$ cat config.mk
export PLATFORM = sky130hd
export DESIGN_NAME = preemptive_priority_scheduler
export DESIGN_NICKNAME = d
export VERILOG_FILES = /design/src/sv/pps_pkg.sv /design/src/sv/pps_slot_mem.sv /design/src/sv/preemptive_priority_scheduler.sv
export SDC_FILE = /design/constraint.sdc
export NUM_CORES = 2
export LEC_CHECK = 0
export BUFFER_PORTS_ARGS = -buffer_cell sky130_fd_sc_hd__buf_2
export CAP_MARGIN = 10
export CORE_MARGIN = 2
export CORE_UTILIZATION = 41
export CTS_CLUSTER_SIZE = 24
export DETAILED_ROUTE_END_ITERATION = 6
export PLACE_DENSITY = 0.62
export SLEW_MARGIN = 20
export SYNTH_ARGS = -nofsm -noshare
export SYNTH_HDL_FRONTEND = slang
export SYNTH_SLANG_ARGS = --single-unit
$ cat constraint.sdc
create_clock -name clk -period 13.4 [get_ports clk]
set_clock_uncertainty 0.15 [all_clocks]
set_input_delay 1.34 -clock clk [delete_from_list [all_inputs] [get_ports clk]]
set_output_delay 1.34 -clock clk [all_outputs]
set_load 0.01 [all_outputs]
$ cat src/sv/pps_pkg.sv
// Shared types and constants of the preemptive priority scheduler.
package pps_pkg;

  localparam int unsigned SLOTS_DEF = 16;

  localparam int unsigned ID_W    = 8;
  localparam int unsigned BURST_W = 16;
  localparam int unsigned PRIO_W  = 8;
  localparam int unsigned TIME_W  = 32;

  localparam int unsigned IN_DATA_W  = 32;
  localparam int unsigned OUT_DATA_W = 48;

  typedef enum logic [1:0] {
    STAT_OK   = 2'd0,
    STAT_FULL = 2'd1,
    STAT_ZERO = 2'd2,
    STAT_IDLE = 2'd3
  } status_t;

  typedef enum logic {
    MODE_ADMIT = 1'b0,
    MODE_TICK  = 1'b1
  } mode_t;

  typedef struct packed {
    logic [ID_W-1:0]    id;
    logic [BURST_W-1:0] remaining;
    logic [BURST_W-1:0] burst;
    logic [PRIO_W-1:0]  prio;
    logic [TIME_W-1:0]  arrival;
  } slot_entry_t;

endpackage

$ cat src/sv/pps_slot_mem.sv
// Slot table memory: one write port and one registered read port.
module pps_slot_mem #(
  parameter int unsigned SLOTS = pps_pkg::SLOTS_DEF,
  parameter int unsigned IW    = $clog2(SLOTS)
) (
  input  logic                clk,
  input  logic                wr_en,
  input  logic [IW-1:0]       wr_addr,
  input  pps_pkg::slot_entry_t wr_data,
  input  logic [IW-1:0]       rd_addr,
  output pps_pkg::slot_entry_t rd_data
);

  pps_pkg::slot_entry_t mem [SLOTS];
  pps_pkg::slot_entry_t rd_data_r;

  always_ff @(posedge clk) begin
    if (wr_en) begin
      mem[wr_addr] <= wr_data;
    end
  end

  always_ff @(posedge clk) begin
    rd_data_r <= mem[rd_addr];
  end

  assign rd_data = rd_data_r;

endmodule

$ cat src/sv/preemptive_priority_scheduler.sv
// Top level of the preemptive priority scheduler: sequencer, compare unit and slot flags.
// Admit: one slot flag checked per cycle.
// Tick: a one-read-per-cycle scan of the slot memory through a single shared compare unit,
// then an update step, plus a difference and a wait step when the process finishes.
// One item is in work at a time; a new item is taken once the result is in the output register.
// Synchronous active-low reset empties the table and zeroes the time; memory contents stay.
module preemptive_priority_scheduler #(
  parameter int unsigned SLOTS = pps_pkg::SLOTS_DEF
) (
  input  logic                            clk,
  input  logic                            rst_n,
  input  logic                            in_tvalid,
  output logic                            in_tready,
  // [7:0] proc_id, [23:8] burst_len, [31:24] prio_level
  input  logic [pps_pkg::IN_DATA_W-1:0]   in_tdata,
  // [0] mode
  input  logic                            in_tuser,
  output logic                            out_tvalid,
  input  logic                            out_tready,
  // [7:0] running_id, [8] finished, [40:9] wait_time, [47:41] zero
  output logic [pps_pkg::OUT_DATA_W-1:0]  out_tdata,
  // [1:0] status
  output logic [1:0]                      out_tuser
);

  localparam int unsigned IW = $clog2(SLOTS);
  localparam int unsigned CW = $clog2(SLOTS + 1);

  typedef enum logic [6:0] {
    S_IDLE  = 7'b0000001,
    S_ASCAN = 7'b0000010,
    S_TSCAN = 7'b0000100,
    S_TUPD  = 7'b0001000,
    S_TDIFF = 7'b0010000,
    S_TWAIT = 7'b0100000,
    S_EMIT  = 7'b1000000
  } state_t;

  state_t state_r, state_nxt;

  logic [SLOTS-1:0] valid_r, valid_nxt;
  logic [CW-1:0]    cnt_r, cnt_nxt;
  logic [pps_pkg::TIME_W-1:0] now_r, now_nxt;

  logic [pps_pkg::ID_W-1:0]    inp_id_r, inp_id_nxt;
  logic [pps_pkg::BURST_W-1:0] inp_burst_r, inp_burst_nxt;
  logic [pps_pkg::PRIO_W-1:0]  inp_prio_r, inp_prio_nxt;

  logic           pend_r, pend_nxt;
  logic           pend_vld_r, pend_vld_nxt;
  logic [IW-1:0]  pend_idx_r, pend_idx_nxt;

  logic                 found_r, found_nxt;
  logic [IW-1:0]        best_idx_r, best_idx_nxt;
  pps_pkg::slot_entry_t best_r, best_nxt;
  logic [pps_pkg::TIME_W-1:0] diff_r, diff_nxt;

  pps_pkg::status_t            res_status_r, res_status_nxt;
  logic [pps_pkg::ID_W-1:0]    res_id_r, res_id_nxt;
  logic                        res_fin_r, res_fin_nxt;
  logic [pps_pkg::TIME_W-1:0]  res_wait_r, res_wait_nxt;

  logic                        out_valid_r, out_valid_nxt;
  pps_pkg::status_t            out_status_r, out_status_nxt;
  logic [pps_pkg::ID_W-1:0]    out_id_r, out_id_nxt;
  logic                        out_fin_r, out_fin_nxt;
  logic [pps_pkg::TIME_W-1:0]  out_wait_r, out_wait_nxt;

  logic                 wr_en;
  logic [IW-1:0]        wr_addr;
  pps_pkg::slot_entry_t wr_data;
  logic [IW-1:0]        rd_addr;
  pps_pkg::slot_entry_t rd_data;

  logic                 in_acc;
  logic                 better;
  logic [IW-1:0]        cnt_idx;
  logic [pps_pkg::BURST_W-1:0] in_burst;

  assign cnt_idx   = cnt_r[IW-1:0];
  assign rd_addr   = cnt_idx;
  assign in_tready = (state_r == S_IDLE);
  assign in_acc    = in_tvalid && in_tready;
  assign in_burst  = in_tdata[23:8];

  pps_slot_mem #(
    .SLOTS (SLOTS),
    .IW    (IW)
  ) u_slot_mem (
    .clk     (clk),
    .wr_en   (wr_en),
    .wr_addr (wr_addr),
    .wr_data (wr_data),
    .rd_addr (rd_addr),
    .rd_data (rd_data)
  );

  // Shared compare unit: lower priority number wins, then smaller remaining burst.
  // A strict compare keeps the lower slot on a full tie since slots arrive in order.
  always_comb begin
    better = !found_r
          || (rd_data.prio < best_r.prio)
          || ((rd_data.prio == best_r.prio) && (rd_data.remaining < best_r.remaining));
  end

  always_comb begin
    state_nxt      = state_r;
    valid_nxt      = valid_r;
    cnt_nxt        = cnt_r;
    now_nxt        = now_r;
    inp_id_nxt     = inp_id_r;
    inp_burst_nxt  = inp_burst_r;
    inp_prio_nxt   = inp_prio_r;
    pend_nxt       = 1'b0;
    pend_vld_nxt   = 1'b0;
    pend_idx_nxt   = pend_idx_r;
    found_nxt      = found_r;
    best_idx_nxt   = best_idx_r;
    best_nxt       = best_r;
    diff_nxt       = diff_r;
    res_status_nxt = res_status_r;
    res_id_nxt     = res_id_r;
    res_fin_nxt    = res_fin_r;
    res_wait_nxt   = res_wait_r;
    out_valid_nxt  = out_valid_r && !out_tready;
    out_status_nxt = out_status_r;
    out_id_nxt     = out_id_r;
    out_fin_nxt    = out_fin_r;
    out_wait_nxt   = out_wait_r;
    wr_en          = 1'b0;
    wr_addr        = cnt_idx;
    wr_data        = '0;

    unique case (state_r)
      S_IDLE: begin
        if (in_acc) begin
          inp_id_nxt    = in_tdata[7:0];
          inp_burst_nxt = in_burst;
          inp_prio_nxt  = in_tdata[31:24];
          cnt_nxt       = '0;
          found_nxt     = 1'b0;
          res_id_nxt    = '0;
          res_fin_nxt   = 1'b0;
          res_wait_nxt  = '0;
          if (in_tuser == pps_pkg::MODE_TICK) begin
            state_nxt = S_TSCAN;
          end else if (in_burst == '0) begin
            res_status_nxt = pps_pkg::STAT_ZERO;
            state_nxt      = S_EMIT;
          end else begin
            state_nxt = S_ASCAN;
          end
        end
      end

      S_ASCAN: begin
        if (!valid_r[cnt_idx]) begin
          wr_en             = 1'b1;
          wr_addr           = cnt_idx;
          wr_data.id        = inp_id_r;
          wr_data.remaining = inp_burst_r;
          wr_data.burst     = inp_burst_r;
          wr_data.prio      = inp_prio_r;
          wr_data.arrival   = now_r;
          valid_nxt[cnt_idx] = 1'b1;
          res_status_nxt    = pps_pkg::STAT_OK;
          state_nxt         = S_EMIT;
        end else if (cnt_r == CW'(SLOTS - 1)) begin
          res_status_nxt = pps_pkg::STAT_FULL;
          state_nxt      = S_EMIT;
        end else begin
          cnt_nxt = cnt_r + 1'b1;
        end
      end

      S_TSCAN: begin
        // Read data arrives in the cycle after its address; the pend stage tracks it.
        if (cnt_r != CW'(SLOTS)) begin
          pend_nxt     = 1'b1;
          pend_vld_nxt = valid_r[cnt_idx];
          pend_idx_nxt = cnt_idx;
          cnt_nxt      = cnt_r + 1'b1;
        end else begin
          state_nxt = S_TUPD;
        end
        if (pend_r && pend_vld_r && better) begin
          found_nxt    = 1'b1;
          best_idx_nxt = pend_idx_r;
          best_nxt     = rd_data;
        end
      end

      S_TUPD: begin
        now_nxt = now_r + 1'b1;
        if (!found_r) begin
          res_status_nxt = pps_pkg::STAT_IDLE;
          state_nxt      = S_EMIT;
        end else begin
          wr_en             = 1'b1;
          wr_addr           = best_idx_r;
          wr_data           = best_r;
          wr_data.remaining = best_r.remaining - 1'b1;
          res_status_nxt    = pps_pkg::STAT_OK;
          res_id_nxt        = best_r.id;
          if (best_r.remaining == pps_pkg::BURST_W'(1)) begin
            valid_nxt[best_idx_r] = 1'b0;
            state_nxt             = S_TDIFF;
          end else begin
            state_nxt = S_EMIT;
          end
        end
      end

      S_TDIFF: begin
        diff_nxt  = now_r - best_r.arrival;
        state_nxt = S_TWAIT;
      end

      S_TWAIT: begin
        res_fin_nxt  = 1'b1;
        res_wait_nxt = diff_r - {{(pps_pkg::TIME_W - pps_pkg::BURST_W){1'b0}}, best_r.burst};
        state_nxt    = S_EMIT;
      end

      S_EMIT: begin
        if (!out_valid_r || out_tready) begin
          out_valid_nxt  = 1'b1;
          out_status_nxt = res_status_r;
          out_id_nxt     = res_id_r;
          out_fin_nxt    = res_fin_r;
          out_wait_nxt   = res_wait_r;
          state_nxt      = S_IDLE;
        end
      end

      default: begin
        state_nxt = S_IDLE;
      end
    endcase
  end

  always_ff @(posedge clk) begin
    if (!rst_n) begin
      state_r     <= S_IDLE;
      valid_r     <= '0;
      now_r       <= '0;
      cnt_r       <= '0;
      pend_r      <= 1'b0;
      pend_vld_r  <= 1'b0;
      found_r     <= 1'b0;
      out_valid_r <= 1'b0;
    end else begin
      state_r     <= state_nxt;
      valid_r     <= valid_nxt;
      now_r       <= now_nxt;
      cnt_r       <= cnt_nxt;
      pend_r      <= pend_nxt;
      pend_vld_r  <= pend_vld_nxt;
      found_r     <= found_nxt;
      out_valid_r <= out_valid_nxt;
    end
  end

  always_ff @(posedge clk) begin
    inp_id_r     <= inp_id_nxt;
    inp_burst_r  <= inp_burst_nxt;
    inp_prio_r   <= inp_prio_nxt;
    pend_idx_r   <= pend_idx_nxt;
    best_idx_r   <= best_idx_nxt;
    best_r       <= best_nxt;
    diff_r       <= diff_nxt;
    res_status_r <= res_status_nxt;
    res_id_r     <= res_id_nxt;
    res_fin_r    <= res_fin_nxt;
    res_wait_r   <= res_wait_nxt;
    out_status_r <= out_status_nxt;
    out_id_r     <= out_id_nxt;
    out_fin_r    <= out_fin_nxt;
    out_wait_r   <= out_wait_nxt;
  end

  assign out_tvalid = out_valid_r;
  assign out_tuser  = out_status_r;
  assign out_tdata  = {{(pps_pkg::OUT_DATA_W - pps_pkg::TIME_W - 1 - pps_pkg::ID_W){1'b0}},
                       out_wait_r, out_fin_r, out_id_r};

  // A finished process is only ever reported with the ran status.
  a_fin_ok: assert property (@(posedge clk) disable iff (!rst_n)
    out_valid_r && out_fin_r |-> out_status_r == pps_pkg::STAT_OK)
    else $error("finished result without ran status");

  // The slot table is written only while admitting or updating after a scan.
  a_wr_state: assert property (@(posedge clk) disable iff (!rst_n)
    wr_en |-> (state_r == S_ASCAN) || (state_r == S_TUPD))
    else $error("slot write outside admit or update");

  // Time moves only in the update step of a tick.
  a_now_hold: assert property (@(posedge clk) disable iff (!rst_n)
    state_r != S_TUPD |=> $stable(now_r))
    else $error("time changed outside a tick update");

  // At most one slot is taken or freed per cycle.
  a_one_slot: assert property (@(posedge clk) disable iff (!rst_n)
    1'b1 |=> ($countones(valid_r) == $countones($past(valid_r)))
          || ($countones(valid_r) == $countones($past(valid_r)) + 1)
          || ($countones(valid_r) + 1 == $countones($past(valid_r))))
    else $error("more than one slot changed in a cycle");

  // A scan result is only consumed with a slot flagged as occupied.
  a_found_valid: assert property (@(posedge clk) disable iff (!rst_n)
    (state_r == S_TUPD) && found_r |-> valid_r[best_idx_r])
    else $error("selected slot is not occupied");

endmodule

=== Word-level counts from Yosys, hierarchy flattened ===
Memory sizes are Yosys's and may differ from the RTL's. A register that Yosys moved wholly into a read port is not among the register bits.
Index checks and enable logic that the tools add are counted.

* Bitwise gates (word level): 3
* Reductions and logical operators: 33
* Order comparisons: 6
* Add/sub/neg operators: 5
* Equal/unequal tests: 24
* Mux-type cells: 54

{| class="wikitable"
|+ Operator list
! operator !! number
|-
| two-way mux 80 bit || 2
|-
| case mux 80 bit (2 select lines) || 1
|-
| case mux 32 bit (2 select lines) || 1
|-
| two-way mux 7 bit || 9
|-
| case mux 7 bit (7 select lines) || 1
|-
| two-way mux 16 bit || 3
|-
| adder 32 x 1 -> 32 bit, second input constant || 1
|-
| two-way mux 32 bit || 1
|-
| case mux 16 bit (2 select lines) || 1
|-
| subtractor 32 x 16 -> 32 bit || 1
|-
| subtractor 32 bit || 1
|-
| two-way mux 5 bit || 4
|-
| != test 2 bit, second input constant || 10
|-
| AND 16 bit || 1
|-
| equality test 16 x 1 -> 1 bit, second input constant || 1
|-
| zero test 16 bit || 1
|-
| less-than comparator 16 bit || 1
|-
| two-way mux 8 bit || 2
|-
| NOT 16 bit || 1
|-
| bitwise OR 16 bit || 1
|-
| case mux 8 bit (2 select lines) || 1
|-
| subtractor 16 x 1 -> 16 bit, second input constant || 1
|-
| case mux 5 bit (3 select lines) || 1
|-
| two-way mux 1 bit || 12
|-
| 31 further kinds || 66
|}

* Register bits after elaboration: 302
* Memories kept: 1
* RAM bits: 1280
* Bits of input ports: 37
* Word-level logic and storage cells: 153

{| class="wikitable"
|+ Memories
! name !! depth !! width !! rd ports !! clocked after memory_dff !! wr ports !! line !! text
|-
| u_slot_mem.mem || 16 || 80 || 1 || 1 || 1 || pps_slot_mem.sv:14 || <nowiki>pps_pkg::slot_entry_t mem [SLOTS];</nowiki>
|}

=== Logic depth before layout (Yosys ltp) ===
* Depth after elaboration: 9
* Depth in mapped cells: 12
* Gate-level depth less buffers: 11

=== Modules after synthesis ===
Synthesis repeated with hierarchy kept, for this count alone.

* Cell total of the unflattened synthesis: 3393
* Area, all modules: 64327.9 um2

{| class="wikitable"
|+ Modules (own cells, without submodules)
! module !! cells an instance !! seq. area each (um2) !! times used !! area each (um2)
|-
| pps_slot_mem || 2054 || 40038.4 || 1 || 49448.7
|-
| preemptive_priority_scheduler || 1339 || 8428.1 || 1 || 14879.3
|}

=== Worst setup path before layout ===
Ideal clock, no wire load.

* Path kind: register to register
* Start point: register best_r[33] (netlist name)
* End point: register best_idx_r[0], enable pin
* Arrival time: 9.787 ns
* Stages on the path, launching flop included: 11
* Buffers on the path: 0
* Setup slack: 2.707 ns
* Path through: edfxtp_1 > inv_1 > ha_1 > nor2b_1 > o21ai_0 > nand2b_1 > a21oi_1 > nor2b_1 > o21ai_0 > a21oi_1 > o41ai_1

* Longest elaborated chain between the ends: 5

{| class="wikitable"
|+ RTL lines
! what !! line !! text
|-
| start: declaration || preemptive_priority_scheduler.sv:55 || <nowiki>pps_pkg::slot_entry_t best_r, best_nxt;</nowiki>
|-
| start signal: assignment || preemptive_priority_scheduler.sv:270 || <nowiki>best_r <= best_nxt;</nowiki>
|-
| less-than comparator 8 bit / equality test 8 bit (equally long branches) || preemptive_priority_scheduler.sv:102, preemptive_priority_scheduler.sv:103 ||
|-
| logical OR 1 bit / logical AND 1 bit (equally long branches) || preemptive_priority_scheduler.sv:102, preemptive_priority_scheduler.sv:103 ||
|-
| logical OR 1 bit * || preemptive_priority_scheduler.sv:103 || <nowiki>|| ((rd_data.prio == best_r.prio) && (rd_data.remaining < best_r.remaining));</nowiki>
|-
| logical AND 1 bit * || preemptive_priority_scheduler.sv:186 || <nowiki>if (pend_r && pend_vld_r && better) begin</nowiki>
|-
| AND reduction 2 bit (no source line) * || -- ||
|-
| end signal: assignment || preemptive_priority_scheduler.sv:269 || <nowiki>best_idx_r <= best_idx_nxt;</nowiki>
|-
| end: declaration || preemptive_priority_scheduler.sv:54 || <nowiki>logic [IW-1:0] best_idx_r, best_idx_nxt;</nowiki>
|}

Mark *: on every way between the ends. The rest lies on a longest branch, timed or not.
A chain may end at the register's enable or synchronous reset.

=== Final worst setup path ===
* Start point: register cnt_r[1]
* End point: memory u_slot_mem.mem[2][6] (netlist name), enable pin

* Longest elaborated chain between the ends: 6

{| class="wikitable"
|+ RTL lines
! what !! line !! text
|-
| start: declaration || preemptive_priority_scheduler.sv:42 || <nowiki>logic [CW-1:0] cnt_r, cnt_nxt;</nowiki>
|-
| start signal: assignment || preemptive_priority_scheduler.sv:256 || <nowiki>cnt_r <= cnt_nxt;</nowiki>
|-
| binary-select mux 1 bit (select 4 bit) || preemptive_priority_scheduler.sv:157 || <nowiki>if (!valid_r[cnt_idx]) begin</nowiki>
|-
| two-way mux 1 bit (implied by the code) || preemptive_priority_scheduler.sv:157 ||
|-
| two-way mux 1 bit || preemptive_priority_scheduler.sv:157 ||
|-
| case mux 1 bit (2 select lines) || preemptive_priority_scheduler.sv:134 || <nowiki>unique case (state_r)</nowiki>
|-
| two-way mux 1 bit || pps_slot_mem.sv:18 || <nowiki>if (wr_en) begin</nowiki>
|-
| two-way mux 1 bit (implied by the code) || pps_slot_mem.sv:19 || <nowiki>mem[wr_addr] <= wr_data;</nowiki>
|-
| end: declaration || pps_slot_mem.sv:14 ||
|}

Parallel ways exist; a longest one is shown, timed or not. The select of a mux whose other input is x is not followed.

==> run metrics <==
drt first pass iters 5; number of nets still failing antenna checks after routing 0; power spent charging and discharging nets 2644 uW; Period Utilization, post-route 0.4148; register share of total power 0.511; Cell Area, Synth 0.06451 mm^2; instance area at placement 0.06807 mm^2; Inserted Clock Buffers 166; HP Start u_slot_mem.rd_data[31]; maximum buffer depth of the clock tree 3; area grow syn2layout 13.77%; max-slew violations 0; number of global-route vias before repair 32400; I/O Buffers 81; total global-route track usage 0.1911; primary flip-flop cell chosen by synthesis mapping edfxtp_1; Post-CTS Setup Inserts 0; # resized after CTS 0; most common cell after layout, fill and taps aside edfxtp_1; die height 400.7 um; commonest non-fill, non-tap cells in the layout 1518 x edfxtp_1, 405 x mux4_2, 167 x clkbuf_16, 141 x dfxtp_1, 119 x buf_4; series of cell instances along the critical path mux4_2 > mux4_2 > nor3_2 > buf_4 > a32oi_1 > nor2_4 > buf_4 > buf_4; fin area 0.07339 mm^2; number of cells traversed by the worst register-to-register path 8; data arrival time at the worst-slack endpoint 5830 ps; vias after detailed routing 31860; Remaining Overflow, GRT 0; Mapped Avg Cell Area 19.91 um^2; area of the core 0.1562 mm^2; Worst Setup Slack, final 7842 ps; most used cell, CP buf_4; H-tree depth 4; post-detail-place hpwl 88090 um; summed negative setup slack over all endpoints 0 ps; CP startpoint kind register; Reg2Reg Capture Point u_slot_mem.mem[2][6]; Layout fillers 12800; count of buffer and inverter cells on the critical path 3; Power Dens Cells 158.3 mW/mm^2; critical-path cell with the highest stage delay nor2_4; combinational power share 0.099; io pins 89; number of endpoints with negative hold slack in the final report 0; Final #Nets 3595; Post-CTS Hold Fix Bufs 0; IR drop worst, VDD 156.4 uV; share of post-route cells with drive strength above 1 0.2463; Clock Pin Slew Worst Setup and Hold Paths 60 ps; Gate Count Post-Synth 3240; DRC violations left 0; antenna violations before repair 6; count of final setup violators 0; #FFs+latches synth 1662; max-cap violations 0; cell total after placement 5368; distinct cell type count after synthesis 69; R2R Path Start cnt_r[1]; pin count of the biggest net entering global routing 102; clock latency of the later-clocked register in the worst-skew pair 810 ps; headroom to the max-slew limit 0.2618; placer's final routability congestion estimate 0.7888; clock sink count 1662; clock root buffer clkbuf_16; combined area of the multi-input logic cells 0.01531 mm^2; starting density of the core 0.4130; depth of the worst hold-timing path 0; end-of-flow core utilization 0.4698; DRC violation total after the first TritonRoute iteration 3258; fraction of registers with async set or reset after synthesis 0; post-layout minimum cycle time 5558 ps; RSZ-0062 raised after global routing no; global-route wire length before repair 224700 um; wirelength, routed 153200 um; part of the total power dissipated in the clock network 0.389; Critical Path End Type register; fraction of power spent switching nets 0.2277; average wire per standard cell 26.99 um; Leak 0.02236 uW; Worst R2R Setup Slack 7840 ps; maximum fanout along the worst path 50; die span in x 400.7 um; post-route non-filler standard cell count 5678; number of enable flip-flop cells after synthesis 1518; Warnings, synthesis 0; Avg Vias per Cell 5.612; fmax 0.1799 GHz; Setup CP Type reg2reg; destination of the worst hold path best_r[31]; outcome finished clean; hold crit path type reg2reg; DIE AREA 0.1605 mm^2; worst setup slack before clock tree synthesis 7724 ps; cell-internal power 8969 uW; CTS tree done; num rows 145; CP Data Required Time 13680 ps; Largest stage delay, worst path 970 ps; storage element area 0.04848 mm^2; worst slew pin tran 1107 ps; sequential area share after synthesis 0.7514; family with the most delay on the worst path buffers and inverters
==> area by class of cell <==
type / count / share of cell area
flip-flops and latches: 1662 / 0.6606
multi-input cells: 1347 / 0.2086
clock buffers: 233 / 0.06305
well taps: 2058 / 0.03509
repair buffers: 202 / 0.01824
clock inverters: 74 / 0.009207
inverters: 99 / 0.005166
diodes: 3 / 0.0001023
==> how the worst max path moves through the flow <==
stage | startpoint | to | slack [ps] | cells after the start
floorplan | best_r[33] | best_idx_r[0] | 2710 | 10
global placement | cnt_r[1] | u_slot_mem.mem[1][62] | 7830 | 8
detailed placement | cnt_r[1] | u_slot_mem.mem[1][36] | 7720 | 8
CTS | cnt_r[1] | u_slot_mem.mem[1][65] | 7690 | 8
global route | cnt_r[1] | u_slot_mem.mem[1][57] | 7640 | 8
finish | cnt_r[1] | u_slot_mem.mem[2][6] | 7840 | 8
==> routing by layer <==
metal	wire [um]	up-vias	global-route usage
li1	-	13650	-
met1	67230	16950	0.2751
met2	72810	1066	0.3016
met3	10610	185	0.03741
met4	2536	8	0.04512
met5	54	-	0
==> metrics by stage <==
step	hold slack (ps)	total power, uW
finish	250.6	11610
global route	261.2	12010
CTS	242.5	11740
detailed placement	238.7	7230
global placement	236.3	7224
floorplan	235.5	6894
==> power by group through the flow <==
| stage | clock (uW) | combinational (uW) | sequential, uW |
|---|---|---|---|
| after floorplan | 0 | 907 | 5990 |
| after global placement | 0 | 1180 | 6050 |
| after detailed placement | 0 | 1180 | 6050 |
| after CTS | 4620 | 1180 | 5940 |
| after global routing | 4800 | 1250 | 5950 |
| final | 4520 | 1150 | 5940 |
==> sequential cells by signal (all words and copies together) (netlist names), 2 cells and up <==
| name | flops |
|---|---|
| best_r | 80 |
| inp_prio_r | 8 |
| pend_idx_r | 4 |
| res_status_r | 2 |
| u_slot_mem.rd_data | 80 |
| inp_id_r | 8 |
| out_wait_r | 32 |
| best_idx_r | 4 |
| out_tuser | 2 |
| diff_r | 32 |
| res_wait_r | 32 |
| cnt_r | 5 |
| u_slot_mem.mem | 1280 |
| inp_burst_r | 16 |
| now_r | 32 |
| res_id_r | 8 |
| state_r | 7 |
| out_id_r | 8 |
| valid_r | 16 |
==> logic make-up (layout without fill, tap and decap cells) <==
kind of cell             Yosys count  count (layout)  synth area share
AND/OR/NAND/NOR                  464             464           0.03586
flip-flops                      1662            1662            0.7514
multiplexers                     406             406            0.1416
other                              1              10        0.00005813
AO/OA/AOI/OAI                    308             308           0.02979
XOR/XNOR                          82              82           0.01113
adder cells (fa/ha/maj)           80              80           0.01575
buffers and inverters            237             608           0.01449
==> synthesized netlist by cell type, types with 27 or more instances <==
cell type,instances,area share
a21oi_1,56,0.0043
and2_1,39,0.0038
buf_1,27,0.0016
clkbuf_1,91,0.0053
dfxtp_1,144,0.045
edfxtp_1,1518,0.71
ha_1,78,0.015
inv_1,98,0.0057
mux4_2,405,0.14
nand2_1,114,0.0066
nand3_1,27,0.0021
nor2_1,113,0.0066
nor3_1,36,0.0028
o21ai_0,121,0.0094
xnor2_1,61,0.0083
No activity file was read; power rests on OpenSTA's default activity.
